==> src/rtl/tpre_pkg.sv <==
`timescale 1ns / 1ps
// ----------------------------------------------------------------------------
// tpre_pkg
// Shared types and constants of the tape pulse record encoder.
// ----------------------------------------------------------------------------
package tpre_pkg;

    // parameter defaults
    localparam int DEF_LONG_BITS  = 39;
    localparam int DEF_COUNT_BITS = 32;

    // field widths
    localparam int DELTA_W   = 39;
    localparam int TIMER_W   = 8;
    localparam int SECS_W    = 16;
    localparam int CFG_IDX_W = 3;
    localparam int CFG_DAT_W = 16;
    localparam int CNT_OUT_W = 32;
    localparam int TOTAL_W   = 64;

    // datapath widths
    localparam int ACC_W    = 48;   // holds delta * timer + precision / 2
    localparam int MPLIER_W = 20;   // holds one million
    localparam int STEP_W   = 6;    // counts up to ACC_W serial steps
    localparam int LIM_W    = 16;   // short-signal limits and the minimum start delay
    localparam int SREG_W   = 40;   // five record bytes
    localparam int BCNT_W   = 3;

    localparam logic [MPLIER_W-1:0] USEC_PER_SEC = 20'd1000000;
    localparam logic [ACC_W-1:0]    SHORT_LIMIT  = 48'h8000;
    localparam logic [LIM_W-1:0]    WARN_US      = 16'd40;
    localparam logic [LIM_W-1:0]    ERR_US       = 16'd25;
    localparam logic [LIM_W-1:0]    MIN_START_US = 16'd100;
    localparam logic [BCNT_W-1:0]   SHORT_BYTES  = 3'd2;
    localparam logic [BCNT_W-1:0]   LONG_BYTES   = 3'd5;

    // register indexes
    localparam logic [CFG_IDX_W-1:0] CFG_TIMER_MHZ   = 3'd0;
    localparam logic [CFG_IDX_W-1:0] CFG_PRECISION   = 3'd1;
    localparam logic [CFG_IDX_W-1:0] CFG_START_ON    = 3'd2;
    localparam logic [CFG_IDX_W-1:0] CFG_START_SECS  = 3'd3;
    localparam logic [CFG_IDX_W-1:0] CFG_STOP_MODE   = 3'd4;
    localparam logic [CFG_IDX_W-1:0] CFG_STOP_SECS   = 3'd5;

    // stop delay modes
    localparam logic [1:0] STOP_SECONDS = 2'd1;
    localparam logic [1:0] STOP_MAX     = 2'd2;

    // input operations
    localparam logic OP_END = 1'b1;

    typedef enum logic [2:0] {
        ST_IDLE,
        ST_MUL,
        ST_DIV,
        ST_SAT,
        ST_CHECK,
        ST_LOAD,
        ST_EMIT
    } state_t;

endpackage

==> src/rtl/tape_pulse_record_encoder.sv <==
`timescale 1ns / 1ps
// ----------------------------------------------------------------------------
// tape_pulse_record_encoder
// Rescales capture deltas to timer ticks with a bit-serial shift-add
// multiplier and restoring divider, checks short signals, and streams
// 2- or 5-byte tape records with running warning, error and tick totals.
// ----------------------------------------------------------------------------
// Flow: 8 multiply steps (28 for second-based delays), then 48 divide
// steps when the precision needs rescaling, then the saturate, check and
// load states, then the record bytes (2 or 5, 1 for status), one per
// output handshake. One item at a time: no new input until the last byte
// is taken. Reset: registers at their defaults, counters and total
// cleared, next delta treated as the first of a stream.
module tape_pulse_record_encoder #(
    parameter int LONG_BITS  = tpre_pkg::DEF_LONG_BITS,
    parameter int COUNT_BITS = tpre_pkg::DEF_COUNT_BITS
) (
    input  logic                              clk,
    input  logic                              rst_n,
    input  logic                              cfg_we,
    input  logic [tpre_pkg::CFG_IDX_W-1:0]    cfg_index,
    input  logic [tpre_pkg::CFG_DAT_W-1:0]    cfg_data,
    input  logic                              in_valid,
    output logic                              in_ready,
    input  logic                              op,
    input  logic [tpre_pkg::DELTA_W-1:0]      delta,
    output logic                              out_valid,
    input  logic                              out_ready,
    output logic [7:0]                        tape_byte,
    output logic                              byte_valid,
    output logic                              last,
    output logic [tpre_pkg::CNT_OUT_W-1:0]    warning_count,
    output logic [tpre_pkg::CNT_OUT_W-1:0]    error_count,
    output logic [tpre_pkg::TOTAL_W-1:0]      total_ticks
);

    localparam int ACC_W    = tpre_pkg::ACC_W;
    localparam int MPLIER_W = tpre_pkg::MPLIER_W;
    localparam int STEP_W   = tpre_pkg::STEP_W;
    localparam int LIM_W    = tpre_pkg::LIM_W;
    localparam int SREG_W   = tpre_pkg::SREG_W;
    localparam int BCNT_W   = tpre_pkg::BCNT_W;
    localparam int TIMER_W  = tpre_pkg::TIMER_W;
    localparam int SECS_W   = tpre_pkg::SECS_W;
    localparam int DELTA_W  = tpre_pkg::DELTA_W;
    localparam int TOTAL_W  = tpre_pkg::TOTAL_W;

    localparam logic [ACC_W-1:0]      LONG_MAX  = ACC_W'((64'd1 << LONG_BITS) - 64'd1);
    localparam logic [COUNT_BITS-1:0] COUNT_MAX = '1;
    localparam logic [STEP_W-1:0]     TIMER_STEPS = STEP_W'(TIMER_W);
    localparam logic [STEP_W-1:0]     SEC_STEPS   = STEP_W'(MPLIER_W);
    localparam logic [STEP_W-1:0]     DIV_STEPS   = STEP_W'(ACC_W);

    tpre_pkg::state_t state_reg, state_next, dispatch_state;

    logic [TIMER_W-1:0]    timer_reg, prec_reg;
    logic                  start_on_reg;
    logic [SECS_W-1:0]     start_secs_reg, stop_secs_reg;
    logic [1:0]            stop_mode_reg;

    logic                  first_reg, first_next;
    logic [COUNT_BITS-1:0] warn_reg, warn_next, err_reg, err_next;
    logic [TOTAL_W-1:0]    total_reg, total_next;
    logic [ACC_W-1:0]      acc_reg, acc_next, mcand_reg, mcand_next;
    logic [MPLIER_W-1:0]   mplier_reg, mplier_next;
    logic [STEP_W-1:0]     step_reg, step_next;
    logic [TIMER_W-1:0]    rem_reg, rem_next;
    logic                  chain_reg, chain_next, div_reg, div_next;
    logic                  check_reg, check_next, status_reg, status_next;
    logic [SREG_W-1:0]     sreg_reg, sreg_next;
    logic [BCNT_W-1:0]     bytes_reg, bytes_next;

    logic                  in_acc, out_acc;
    logic [TIMER_W-1:0]    prec_eff;
    logic [LIM_W-1:0]      warn_lim, err_lim, min_start;
    logic [ACC_W-1:0]      acc_sum;
    logic [TIMER_W:0]      trial;
    logic                  q_bit;

    assign in_acc   = in_valid && in_ready;
    assign out_acc  = out_valid && out_ready;
    assign prec_eff = (prec_reg == '0) ? TIMER_W'(1) : prec_reg;
    assign warn_lim  = LIM_W'(timer_reg) * tpre_pkg::WARN_US;
    assign err_lim   = LIM_W'(timer_reg) * tpre_pkg::ERR_US;
    assign min_start = LIM_W'(timer_reg) * tpre_pkg::MIN_START_US;
    assign acc_sum  = acc_reg + (mplier_reg[0] ? mcand_reg : '0);
    assign trial    = {rem_reg, acc_reg[ACC_W-1]};
    assign q_bit    = (trial >= {1'b0, prec_reg});

    // configuration registers
    always_ff @(posedge clk or negedge rst_n)
    begin
        if (!rst_n)
        begin
            timer_reg      <= TIMER_W'(1);
            prec_reg       <= TIMER_W'(1);
            start_on_reg   <= 1'b0;
            start_secs_reg <= '0;
            stop_mode_reg  <= '0;
            stop_secs_reg  <= SECS_W'(1);
        end
        else if (cfg_we)
        begin
            case (cfg_index)
                tpre_pkg::CFG_TIMER_MHZ:  timer_reg      <= cfg_data[TIMER_W-1:0];
                tpre_pkg::CFG_PRECISION:  prec_reg       <= cfg_data[TIMER_W-1:0];
                tpre_pkg::CFG_START_ON:   start_on_reg   <= cfg_data[0];
                tpre_pkg::CFG_START_SECS: start_secs_reg <= cfg_data;
                tpre_pkg::CFG_STOP_MODE:  stop_mode_reg  <= cfg_data[1:0];
                tpre_pkg::CFG_STOP_SECS:  stop_secs_reg  <= cfg_data;
                default: ;
            endcase
        end
    end

    // where an accepted word goes first
    always_comb
    begin
        dispatch_state = tpre_pkg::ST_SAT;
        if (op == tpre_pkg::OP_END)
        begin
            if (stop_mode_reg == tpre_pkg::STOP_SECONDS && stop_secs_reg != '0)
                dispatch_state = tpre_pkg::ST_MUL;
            else if (stop_mode_reg == tpre_pkg::STOP_MAX)
                dispatch_state = tpre_pkg::ST_SAT;
            else
                dispatch_state = tpre_pkg::ST_EMIT;
        end
        else if (first_reg)
        begin
            if (start_on_reg && start_secs_reg != '0)
                dispatch_state = tpre_pkg::ST_MUL;
        end
        else if (prec_eff != timer_reg || prec_eff == TIMER_W'(1))
        begin
            dispatch_state = tpre_pkg::ST_MUL;
        end
    end

    // next state
    always_comb
    begin
        state_next = state_reg;
        case (state_reg)
            tpre_pkg::ST_IDLE:
                if (in_acc)
                    state_next = dispatch_state;
            tpre_pkg::ST_MUL:
                if (step_reg == STEP_W'(1) && !chain_reg)
                    state_next = div_reg ? tpre_pkg::ST_DIV : tpre_pkg::ST_SAT;
            tpre_pkg::ST_DIV:
                if (step_reg == STEP_W'(1))
                    state_next = tpre_pkg::ST_SAT;
            tpre_pkg::ST_SAT:   state_next = tpre_pkg::ST_CHECK;
            tpre_pkg::ST_CHECK: state_next = tpre_pkg::ST_LOAD;
            tpre_pkg::ST_LOAD:  state_next = tpre_pkg::ST_EMIT;
            tpre_pkg::ST_EMIT:
                if (out_ready && bytes_reg == BCNT_W'(1))
                    state_next = tpre_pkg::ST_IDLE;
            default: state_next = tpre_pkg::ST_IDLE;
        endcase
    end

    // handshake outputs
    always_comb
    begin
        in_ready  = 1'b0;
        out_valid = 1'b0;
        case (state_reg)
            tpre_pkg::ST_IDLE: in_ready  = 1'b1;
            tpre_pkg::ST_EMIT: out_valid = 1'b1;
            default: ;
        endcase
    end

    // datapath
    always_comb
    begin
        first_next  = first_reg;
        warn_next   = warn_reg;
        err_next    = err_reg;
        total_next  = total_reg;
        acc_next    = acc_reg;
        mcand_next  = mcand_reg;
        mplier_next = mplier_reg;
        step_next   = step_reg;
        rem_next    = rem_reg;
        chain_next  = chain_reg;
        div_next    = div_reg;
        check_next  = check_reg;
        status_next = status_reg;
        sreg_next   = sreg_reg;
        bytes_next  = bytes_reg;
        case (state_reg)
            tpre_pkg::ST_IDLE:
                if (in_acc)
                begin
                    status_next = 1'b0;
                    chain_next  = 1'b0;
                    div_next    = 1'b0;
                    check_next  = 1'b1;
                    mplier_next = MPLIER_W'(timer_reg);
                    step_next   = TIMER_STEPS;
                    acc_next    = '0;
                    if (op == tpre_pkg::OP_END)
                    begin
                        first_next = 1'b1;
                        check_next = 1'b0;
                        mcand_next = ACC_W'(stop_secs_reg);
                        chain_next = 1'b1;
                        if (stop_mode_reg == tpre_pkg::STOP_MAX)
                            acc_next = LONG_MAX;
                        bytes_next  = BCNT_W'(1);
                        status_next = !(stop_mode_reg == tpre_pkg::STOP_MAX ||
                                        (stop_mode_reg == tpre_pkg::STOP_SECONDS &&
                                         stop_secs_reg != '0));
                    end
                    else if (first_reg)
                    begin
                        first_next = 1'b0;
                        mcand_next = ACC_W'(start_secs_reg);
                        chain_next = 1'b1;
                        if (!start_on_reg)
                            acc_next = ACC_W'(delta);
                        else if (start_secs_reg == '0)
                            acc_next = ACC_W'(min_start);
                    end
                    else
                    begin
                        mcand_next = ACC_W'(delta);
                        if (prec_eff == TIMER_W'(1))
                            acc_next = '0;
                        else if (prec_eff == timer_reg)
                            acc_next = ACC_W'(delta);
                        else
                        begin
                            // rounding term rides in as the starting sum
                            acc_next = ACC_W'(prec_reg >> 1);
                            div_next = 1'b1;
                        end
                    end
                end
            tpre_pkg::ST_MUL:
            begin
                acc_next    = acc_sum;
                mcand_next  = mcand_reg << 1;
                mplier_next = mplier_reg >> 1;
                step_next   = step_reg - STEP_W'(1);
                if (step_reg == STEP_W'(1))
                begin
                    if (chain_reg)
                    begin
                        // seconds * timer is done, now scale by one million
                        mcand_next  = acc_sum;
                        acc_next    = '0;
                        mplier_next = tpre_pkg::USEC_PER_SEC;
                        step_next   = SEC_STEPS;
                        chain_next  = 1'b0;
                    end
                    else
                    begin
                        rem_next  = '0;
                        step_next = DIV_STEPS;
                    end
                end
            end
            tpre_pkg::ST_DIV:
            begin
                rem_next  = q_bit ? TIMER_W'(trial - {1'b0, prec_reg}) : trial[TIMER_W-1:0];
                acc_next  = {acc_reg[ACC_W-2:0], q_bit};
                step_next = step_reg - STEP_W'(1);
            end
            tpre_pkg::ST_SAT:
                if ((acc_reg >> LONG_BITS) != '0)
                    acc_next = LONG_MAX;
            tpre_pkg::ST_CHECK:
                if (check_reg && acc_reg < ACC_W'(warn_lim))
                begin
                    if (acc_reg < ACC_W'(err_lim))
                    begin
                        err_next = (err_reg == COUNT_MAX) ? err_reg
                                                          : err_reg + COUNT_BITS'(1);
                        acc_next = ACC_W'(err_lim);
                    end
                    else
                    begin
                        warn_next = (warn_reg == COUNT_MAX) ? warn_reg
                                                            : warn_reg + COUNT_BITS'(1);
                    end
                end
            tpre_pkg::ST_LOAD:
            begin
                total_next = total_reg + TOTAL_W'(acc_reg);
                if (acc_reg < tpre_pkg::SHORT_LIMIT)
                begin
                    sreg_next  = {acc_reg[15:0], 24'h0};
                    bytes_next = tpre_pkg::SHORT_BYTES;
                end
                else
                begin
                    sreg_next  = {1'b1, acc_reg[DELTA_W-1:0]};
                    bytes_next = tpre_pkg::LONG_BYTES;
                end
            end
            tpre_pkg::ST_EMIT:
                if (out_ready)
                begin
                    sreg_next  = sreg_reg << 8;
                    bytes_next = bytes_reg - BCNT_W'(1);
                end
            default: ;
        endcase
    end

    always_ff @(posedge clk or negedge rst_n)
    begin
        if (!rst_n)
        begin
            state_reg <= tpre_pkg::ST_IDLE;
            first_reg <= 1'b1;
            warn_reg  <= '0;
            err_reg   <= '0;
            total_reg <= '0;
            bytes_reg <= '0;
        end
        else
        begin
            state_reg <= state_next;
            first_reg <= first_next;
            warn_reg  <= warn_next;
            err_reg   <= err_next;
            total_reg <= total_next;
            bytes_reg <= bytes_next;
        end
    end

    always_ff @(posedge clk)
    begin
        acc_reg    <= acc_next;
        mcand_reg  <= mcand_next;
        mplier_reg <= mplier_next;
        step_reg   <= step_next;
        rem_reg    <= rem_next;
        chain_reg  <= chain_next;
        div_reg    <= div_next;
        check_reg  <= check_next;
        status_reg <= status_next;
        sreg_reg   <= sreg_next;
    end

    assign tape_byte     = status_reg ? 8'h00 : sreg_reg[SREG_W-1 -: 8];
    assign byte_valid    = !status_reg;
    assign last          = (bytes_reg == BCNT_W'(1));
    assign warning_count = tpre_pkg::CNT_OUT_W'(warn_reg);
    assign error_count   = tpre_pkg::CNT_OUT_W'(err_reg);
    assign total_ticks   = total_reg;

    // one word in flight: no new input while results are pending
    assert property (@(posedge clk) disable iff (!rst_n) out_valid |-> !in_ready)
        else $error("input taken while results pending");

    // first byte of a long record carries the length mark
    assert property (@(posedge clk) disable iff (!rst_n)
        out_valid && byte_valid && bytes_reg == tpre_pkg::LONG_BYTES |-> tape_byte[7])
        else $error("long record without length mark");

    // final byte closes the burst
    assert property (@(posedge clk) disable iff (!rst_n)
        out_valid && out_ready && last |=> !out_valid)
        else $error("results continue after last");

    // total only moves when a record is loaded
    assert property (@(posedge clk) disable iff (!rst_n)
        state_reg != tpre_pkg::ST_LOAD |=> $stable(total_ticks))
        else $error("total changed outside record load");

    // status-only result is always a single word
    assert property (@(posedge clk) disable iff (!rst_n)
        out_valid && !byte_valid |-> last && tape_byte == 8'h00)
        else $error("malformed status word");

endmodule

==> config.mk <==
export PLATFORM = sky130hd
export DESIGN_NAME = tape_pulse_record_encoder
export DESIGN_NICKNAME = d
export VERILOG_FILES = /design/src/rtl/tpre_pkg.sv /design/src/rtl/tape_pulse_record_encoder.sv
export SDC_FILE = /design/constraint.sdc
export NUM_CORES = 1
export LEC_CHECK = 0
export ABC_AREA = 1
export BUFFER_PORTS_ARGS = -buffer_cell sky130_fd_sc_hd__buf_2
export CORE_ASPECT_RATIO = 0.6
export CORE_MARGIN = 8
export CORE_UTILIZATION = 32
export DETAILED_ROUTE_END_ITERATION = 7
export PLACE_DENSITY = 0.57
export SYNTH_ARGS = -nofsm -noshare
export SYNTH_HDL_FRONTEND = slang
export SYNTH_SLANG_ARGS = --single-unit
==> constraint.sdc <==
create_clock -name clk -period 5.94 [get_ports clk]
set_input_delay 1.188 -clock clk [delete_from_list [all_inputs] [get_ports clk]]
set_output_delay 1.188 -clock clk [all_outputs]
set_load 0.05 [all_outputs]
==> impl_metrics.sql, run 1 <==
INSERT INTO impl_metrics (metric_group, metric, value, unit) VALUES
('power', 'leakagePower', '16.2', 'nW'),
('grt', 'grt_max_degree', '105', ''),
('timing', 'period_share', '81.2', '%'),
('detailed_routing', 'number_of_nets_with_antenna_violations_after_routing', '0', ''),
('clock_network', 'cts.repair.resized', '0', ''),
('synth', 'synthAdderAreaFrac', '8.04', '%'),
('power', 'powerDensity', '580', 'nW/um^2'),
('clock_network', 'clk_path_buf_depth', '3', ''),
('synth', 'synth_area_leader_cell', 'sky130_fd_sc_hd__nand2_1', ''),
('synth', 'synth.ff_latch_count', '360', ''),
('clock_network', 'cts-root-buf', 'sky130_fd_sc_hd__clkbuf_16', ''),
('detailed_routing', 'num_vias', '29100', ''),
('worst_setup_path', 'reg2reg_from', 'timer_reg[2]', ''),
('worst_setup_path', 'critical_path_class', 'flop to flop', ''),
('floorplanning', 'dieWidth', '401', 'um'),
('synth', 'synth_enable_flop_cells', '174', ''),
('synth', 'post_synth_inst_count', '4179', ''),
('grt', 'grt_use_total', '22.5', '%'),
('timing', 'worstMarginPinSlew', '1290', 'ps'),
('timing', 'slew-limit-headroom', '13.6', '%'),
('floorplanning', 'fp-row-count', '84', ''),
('detailed_routing', 'vias_per_cell', '5.25', ''),
('timing', 'finalClockSkew', '70.1', 'ps'),
('power', 'power_switching_share', '54.4', '%'),
('worst_setup_path', 'critical_path_required', '6370', 'ps'),
('timing', 'drv_slew', '0', ''),
('detailed_routing', 'drc', '0', ''),
('detailed_routing', 'drtPass1Iterations', '6', ''),
('detailed_routing', 'wl_per_cell', '21.1', 'um'),
('floorplanning', 'floorplan.die.height', '247', 'um'),
('floorplanning', 'area_of_the_die', '99300', 'um^2'),
('power', 'sw_pwr', '10.1', 'mW'),
('placement', 'post-dp-hpwl', '92800', 'um'),
('grt', 'overflow', '0', ''),
('status', 'outcome', 'finished, final reports clean', ''),
('power', 'clock_power_share', '14.7', '%'),
('placement', 'portBuffers', '203', ''),
('synth', 'syn_area', '28500', 'um^2'),
('final_layout', 'syn2layout_area_growth', '12.7', '%'),
('synth', 'synth_top_flop_cell', 'sky130_fd_sc_hd__dfrtp_1', ''),
('clock_network', 'cts_post_setup_buffers_inserted', '0', ''),
('placement', 'placed_instances', '5469', ''),
('timing', 'tns', '0', 'ps'),
('final_layout', 'multiInputGateArea', '16100', 'um^2'),
('final_layout', 'n_fill_cell', '9550', ''),
('timing', 'hold_violations', '0', ''),
('final_layout', 'drive_above_1_share', '8.19', '%'),
('synth', 'ys_seq_area_share', '34.7', '%'),
('synth', 'synthDistinctLibCells', '56', ''),
('clock_network', 'cts_buffers', '42', ''),
('synth', 'yosysWarnings', '0', ''),
('timing', 'min_period', '4830', 'ps'),
('synth', 'synth_xor_xnor_area_share', '3.41', '%'),
('floorplanning', 'start_util', '32.4', '%'),
('clock_network', 'cts_tree', 'yes', ''),
('synth', 'yosys-mux-area-fraction', '0', '%'),
('synth', 'post_synthesis_compound_gate_area_fraction', '11.1', '%'),
('grt', 'wire_length_of_the_first_global_routing_pass', '171000', 'um'),
('hold_path', 'worstHoldPathType', 'input pin to asynchronous set/reset pin', ''),
('synth', 'synth_async_sr_flop_share', '51.7', '%'),
('clock_network', 'cts_hold_buffers', '0', ''),
('final_layout', 'final-instance-count-excl-fill', '5549', ''),
('placement', 'place.gp.congestion', '1.06', ''),
('synth', 'synth_top_family_by_area', 'simple AND/OR/NAND/NOR gates', ''),
('placement', 'placed_cell_area', '30700', 'um^2'),
('timing', 'timing.final.setup_violations', '0', ''),
('worst_setup_path', 'crit_path_max_fanout', '31', ''),
('clock_network', 'clock_sinks', '360', ''),
('floorplanning', 'num_io_pins', '204', ''),
('worst_setup_path', 'reg2reg_setup_slack', '1110', 'ps'),
('worst_setup_path', 'cp-end-kind', 'flop', '');
-- cell families after synthesis --
logic type,count (synthesis)
buffers and inverters,666
AOI/OAI and AO/OA,569
DFF,360
xor gates and xnor gates,111
and+or+nand+nor,2294
adders and majority gates,179
-- path summary, 6_finish.rpt --
path | endpoint | cells after the start
worst max-delay path | warning_count[29] | 22
min in group clk | mcand_reg[42] | 2
worst min register to register | mcand_reg[42] | 2
worst min-delay path | total_ticks[46] | 1
worst max register to register | warning_count[29] | 22
max in group asynchronous | stop_secs_reg[2] | 2
-- layout by cell type, fill, tap and decap left out, drive strengths merged, types with 16 or more instances in the layout --
master | synthesis | routed
dfrtp | 182 | 182
buf | 46 | 223
nand4 | 56 | 56
o21ai | 253 | 253
inv | 571 | 574
nor4 | 19 | 19
a21oi | 200 | 200
xnor2 | 45 | 45
ha | 172 | 172
a31oi | 16 | 16
nor2 | 375 | 375
nor3 | 62 | 62
clkbuf | 49 | 54
edfxtp | 174 | 174
nand2 | 1437 | 1437
o211ai | 18 | 18
nand3b | 31 | 31
nand3 | 305 | 305
xor2 | 66 | 66
-- cell type report --
cell class              count  area share, %
clock buffers              53           3.69
well taps                1161           4.52
inverters                 571           6.68
multi-input cells        3153           49.9
flip-flops and latches    360           30.8
repair buffers            224           3.72
clock inverters            25          0.689
diodes                      2         0.0156
-- per-stage QoR --
stage          power, mW  setup slack [ps]  hold WS (ps)
2_1_floorplan       11.9               963           453
3_3_place_gp        15.5              1170           468
3_5_place_dp        15.5              1190           474
4_1_cts             18.3              1160           469
5_1_grt             19.9               823           489
6_report            18.6              1110           471
-- worst max-delay path: stages, from the launching register on --
cell and delay, ps:
sky130_fd_sc_hd__dfrtp_1 600, sky130_fd_sc_hd__ha_1 330, sky130_fd_sc_hd__ha_1 330, sky130_fd_sc_hd__fa_1 470
sky130_fd_sc_hd__ha_1 380, sky130_fd_sc_hd__nand2_1 90, sky130_fd_sc_hd__inv_1 50, sky130_fd_sc_hd__o21ai_0 140
sky130_fd_sc_hd__nand3_1 130, sky130_fd_sc_hd__nand2_1 90, sky130_fd_sc_hd__nand2_1 50, sky130_fd_sc_hd__nand2_1 100
sky130_fd_sc_hd__nand2_1 60, sky130_fd_sc_hd__ha_1 290, sky130_fd_sc_hd__nand2_1 80, sky130_fd_sc_hd__o21a_1 190
sky130_fd_sc_hd__nor2_1 130, sky130_fd_sc_hd__nor3_2 70, sky130_fd_sc_hd__nand2_2 190, sky130_fd_sc_hd__nand2_1 120
sky130_fd_sc_hd__nor2_4 230, sky130_fd_sc_hd__buf_4 360, sky130_fd_sc_hd__o21ai_0 140
-- layer usage --
layer / GRT usage (%) / vias to the layer above / wire, um
met4: 4.14 / 0 / 2050
met2: 26.6 / 1479 / 39800
met5: 0 / - / 0
met1: 36.2 / 13600 / 59300
met3: 9.35 / 116 / 16100
li1: - / 14000 / -
-- power by group through the flow --
stage / clock [mW] / combinational [mW] / sequential (mW)
finish: 2.73 / 11.1 / 4.80
global route: 2.88 / 12.1 / 4.87
CTS: 2.79 / 10.7 / 4.78
detailed placement: 0 / 10.7 / 4.82
global placement: 0 / 10.7 / 4.81
floorplan: 0 / 7.04 / 4.83
Power figures use the tool's default switching activity.
==> run 2: changes to the inputs <==
==> constraint.sdc (replaced) <==
create_clock -name clk -period 4.9 [get_ports clk]
set_input_delay 0.98 -clock clk [delete_from_list [all_inputs] [get_ports clk]]
set_output_delay 0.98 -clock clk [all_outputs]
set_load 0.05 [all_outputs]
==> impl_metrics.sql, run 2 (synthesis results as in run 1) <==
INSERT INTO impl_metrics (metric_group, metric, value, unit) VALUES
('clock_network', 'cts.htree.levels', '2', ''),
('clock_network', 'cts.repair.resized', '0', ''),
('worst_setup_path', 'critical-path-slowest-cell', 'sky130_fd_sc_hd__dfrtp_1', ''),
('timing', 'min_period', '4510', 'ps'),
('worst_setup_path', 'path_common_cell', 'sky130_fd_sc_hd__nand2_1', ''),
('clock_network', 'cts_post_setup_buffers_inserted', '0', ''),
('power', 'powerDensity', '700', 'nW/um^2'),
('placement', 'pre_cts_slack', '436', 'ps'),
('floorplanning', 'dieWidth', '401', 'um'),
('floorplanning', 'area_of_the_die', '99300', 'um^2'),
('power', 'leakagePower', '16.2', 'nW'),
('power', 'power.total', '22.5', 'mW'),
('floorplanning', 'floorplan.die.height', '247', 'um'),
('status', 'outcome', 'finished, final reports clean', ''),
('final_layout', 'layout.nets', '4600', ''),
('floorplanning', 'coreArea', '88000', 'um^2'),
('worst_setup_path', 'critical_path_class', 'flop to flop', ''),
('floorplanning', 'start_util', '32.4', '%'),
('clock_network', 'cts-root-buf', 'sky130_fd_sc_hd__clkbuf_16', ''),
('final_layout', 'final_common_cell', 'sky130_fd_sc_hd__nand2_1', ''),
('timing', 'rsz0062_at_grt', 'false', ''),
('detailed_routing', 'drtPass1Iterations', '6', ''),
('grt', 'antenna_violations_before_repair', '1', ''),
('final_layout', 'largest_reg_flops', '64', ''),
('placement', 'place.gp.congestion', '1.05', ''),
('clock_network', 'cts_buffers', '41', ''),
('timing', 'timing.final.setup_violations', '0', ''),
('clock_network', 'cts_hold_buffers', '0', ''),
('clock_network', 'clkLatencyLatePin', '610', 'ps'),
('grt', 'first_global_vias', '26200', ''),
('worst_setup_path', 'reg2reg_from', 'timer_reg[1]', ''),
('clock_network', 'clk_path_buf_depth', '3', ''),
('grt', 'wire_length_of_the_first_global_routing_pass', '174000', 'um'),
('placement', 'post-dp-hpwl', '93900', 'um'),
('final_layout', 'commonest_non_fill_non_tap_cells_in_the_layout', '1,427 x sky130_fd_sc_hd__nand2_1, 556 x sky130_fd_sc_hd__inv_1, 358 x sky130_fd_sc_hd__nor2_1, 302 x sky130_fd_sc_hd__nand3_1, 247 x sky130_fd_sc_hd__o21ai_0', ''),
('timing', 'achievable-frequency', '222', 'MHz'),
('detailed_routing', 'route.final.wire_length', '118000', 'um'),
('worst_setup_path', 'timing.critical_path.from', 'timer_reg[1]', ''),
('placement', 'placed_instances', '5475', ''),
('worst_setup_path', 'start_kind', 'flop', ''),
('timing', 'finalClockSkew', '33.7', 'ps'),
('grt', 'grt_max_degree', '107', ''),
('worst_setup_path', 'critical_path_required', '5430', 'ps'),
('worst_setup_path', 'worst_path_largest_cell_delay', '490', 'ps'),
('flow_run', 'drv.max_cap_violation_count', '0', ''),
('final_layout', 'syn2layout_area_growth', '12.7', '%'),
('detailed_routing', 'drc', '0', ''),
('floorplanning', 'fp-row-count', '84', ''),
('detailed_routing', 'vias_per_cell', '5.26', ''),
('timing', 'tns', '0', 'ps'),
('detailed_routing', 'drtIter0Drc', '3801', ''),
('grt', 'grt_use_total', '22.9', '%'),
('worst_setup_path', 'worst-path-buf-inv', '2', ''),
('timing', 'slew-limit-headroom', '16.8', '%'),
('timing', 'layout_setup_ws', '389', 'ps'),
('worst_setup_path', 'cp-end-kind', 'flop', ''),
('timing', 'hold_violations', '0', ''),
('final_layout', 'drive_above_1_share', '8.09', '%'),
('timing', 'worstMarginPinSlew', '1250', 'ps'),
('clock_network', 'cts_tree', 'yes', ''),
('clock_network', 'cts.reportedPaths.clkPinSlew', '60', 'ps'),
('timing', 'period_share', '92.1', '%'),
('worst_setup_path', 'cp_data_arrival_time', '5040', 'ps'),
('worst_setup_path', 'crit_family', 'adder cells', ''),
('worst_setup_path', 'timing.critical_path.cells', 'ha_1, ha_1, fa_1, ha_1, nand2_1, inv_1, o21ai_0, nand3_1, nand2_1, nand2_1, nand2_1, nand2_1, ha_1, nand2_1, o21a_1, nor2_1, nor3_2, nand2_2, nand2_1, nor2_4, buf_4, o21ai_0, nand2_1', ''),
('detailed_routing', 'wl_per_cell', '21.3', 'um'),
('worst_setup_path', 'crit_path_max_fanout', '39', ''),
('final_layout', 'final-instance-count-excl-fill', '5551', ''),
('floorplanning', 'num_io_pins', '204', ''),
('timing', 'drv_slew', '0', ''),
('detailed_routing', 'number_of_nets_with_antenna_violations_after_routing', '0', ''),
('hold_path', 'worstHoldPathType', 'input pin to asynchronous set/reset pin', ''),
('detailed_routing', 'num_vias', '29200', ''),
('clock_network', 'clock_sinks', '360', ''),
('placement', 'portBuffers', '203', ''),
('power', 'vdd_ir_drop_max', '0.000294', 'V'),
('grt', 'overflow', '0', '');
[run 2: changes by cell type in the layout (fill, tap and decap cells not counted), moves of 2 or more]
cell | previous run | this run
sky130_fd_sc_hd__clkinvlp_4 | 6 | 1
sky130_fd_sc_hd__clkinv_2 | 11 | 7
sky130_fd_sc_hd__clkinv_1 | 2 | 4
sky130_fd_sc_hd__clkbuf_1 | 5 | 9
sky130_fd_sc_hd__buf_12 | 1 | 5
sky130_fd_sc_hd__inv_6 | 2 | 4
sky130_fd_sc_hd__buf_4 | 20 | 22
sky130_fd_sc_hd__clkbuf_16 | 45 | 42
[run 2: final timing paths]
kind                                       to  slack, ps  cells after the start
hold reg to reg              stop_secs_reg[1]        490                      2
setup / recovery             warning_count[5]        390                     23
hold / removal                total_ticks[43]        300                      1
max in group asynchronous  start_secs_reg[12]       3470                      2
min in group clk             stop_secs_reg[1]        490                      2
setup reg to reg             warning_count[5]        390                     23
[run 2: stage by stage]
step / area, um^2 / util, % / hold slack, ps
final: 32100 / 36.5 / 297
after global routing: 32100 / 36.5 / 337
after CTS: 32100 / 36.5 / 313
after detailed placement: 30800 / 35.0 / 477
after global placement: 30800 / 35.0 / 469
after floorplan: 28500 / - / 453
[run 2: area by class of cell]
| type | instances | area, um^2 |
|---|---|---|
| Antenna cell | 1 | 2.50 |
| Clock buffer | 55 | 1140 |
| Clock inverter | 20 | 178 |
| Fill cell | 9511 | 55800 |
| Inverter | 571 | 2150 |
| Multi-Input combinational cell | 3153 | 16000 |
| Sequential cell | 360 | 9880 |
| Tap cell | 1161 | 1450 |
| Timing Repair Buffer | 230 | 1290 |
[run 2: where the power goes]
part           internal [mW]  switching (mW)  leakage, nW  total [mW]
clock network           1.75            1.43        0.648        3.19
registers               4.62            1.22         4.13        5.84
logic                   3.89            9.58         11.5        13.5
total                   10.3            12.2         16.2        22.5
[run 2: per-layer routing]
| layer | part of all wire [%] | up-vias | track usage (%) |
|---|---|---|---|
| met3 | 13 | 104 | 7.50 |
| met4 | 1.4 | 2 | 3.51 |
| met1 | 51 | 13700 | 37.4 |
| met2 | 35 | 1474 | 28.0 |
| met5 | 0.011 | - | 0 |
| li1 | - | 14000 | - |
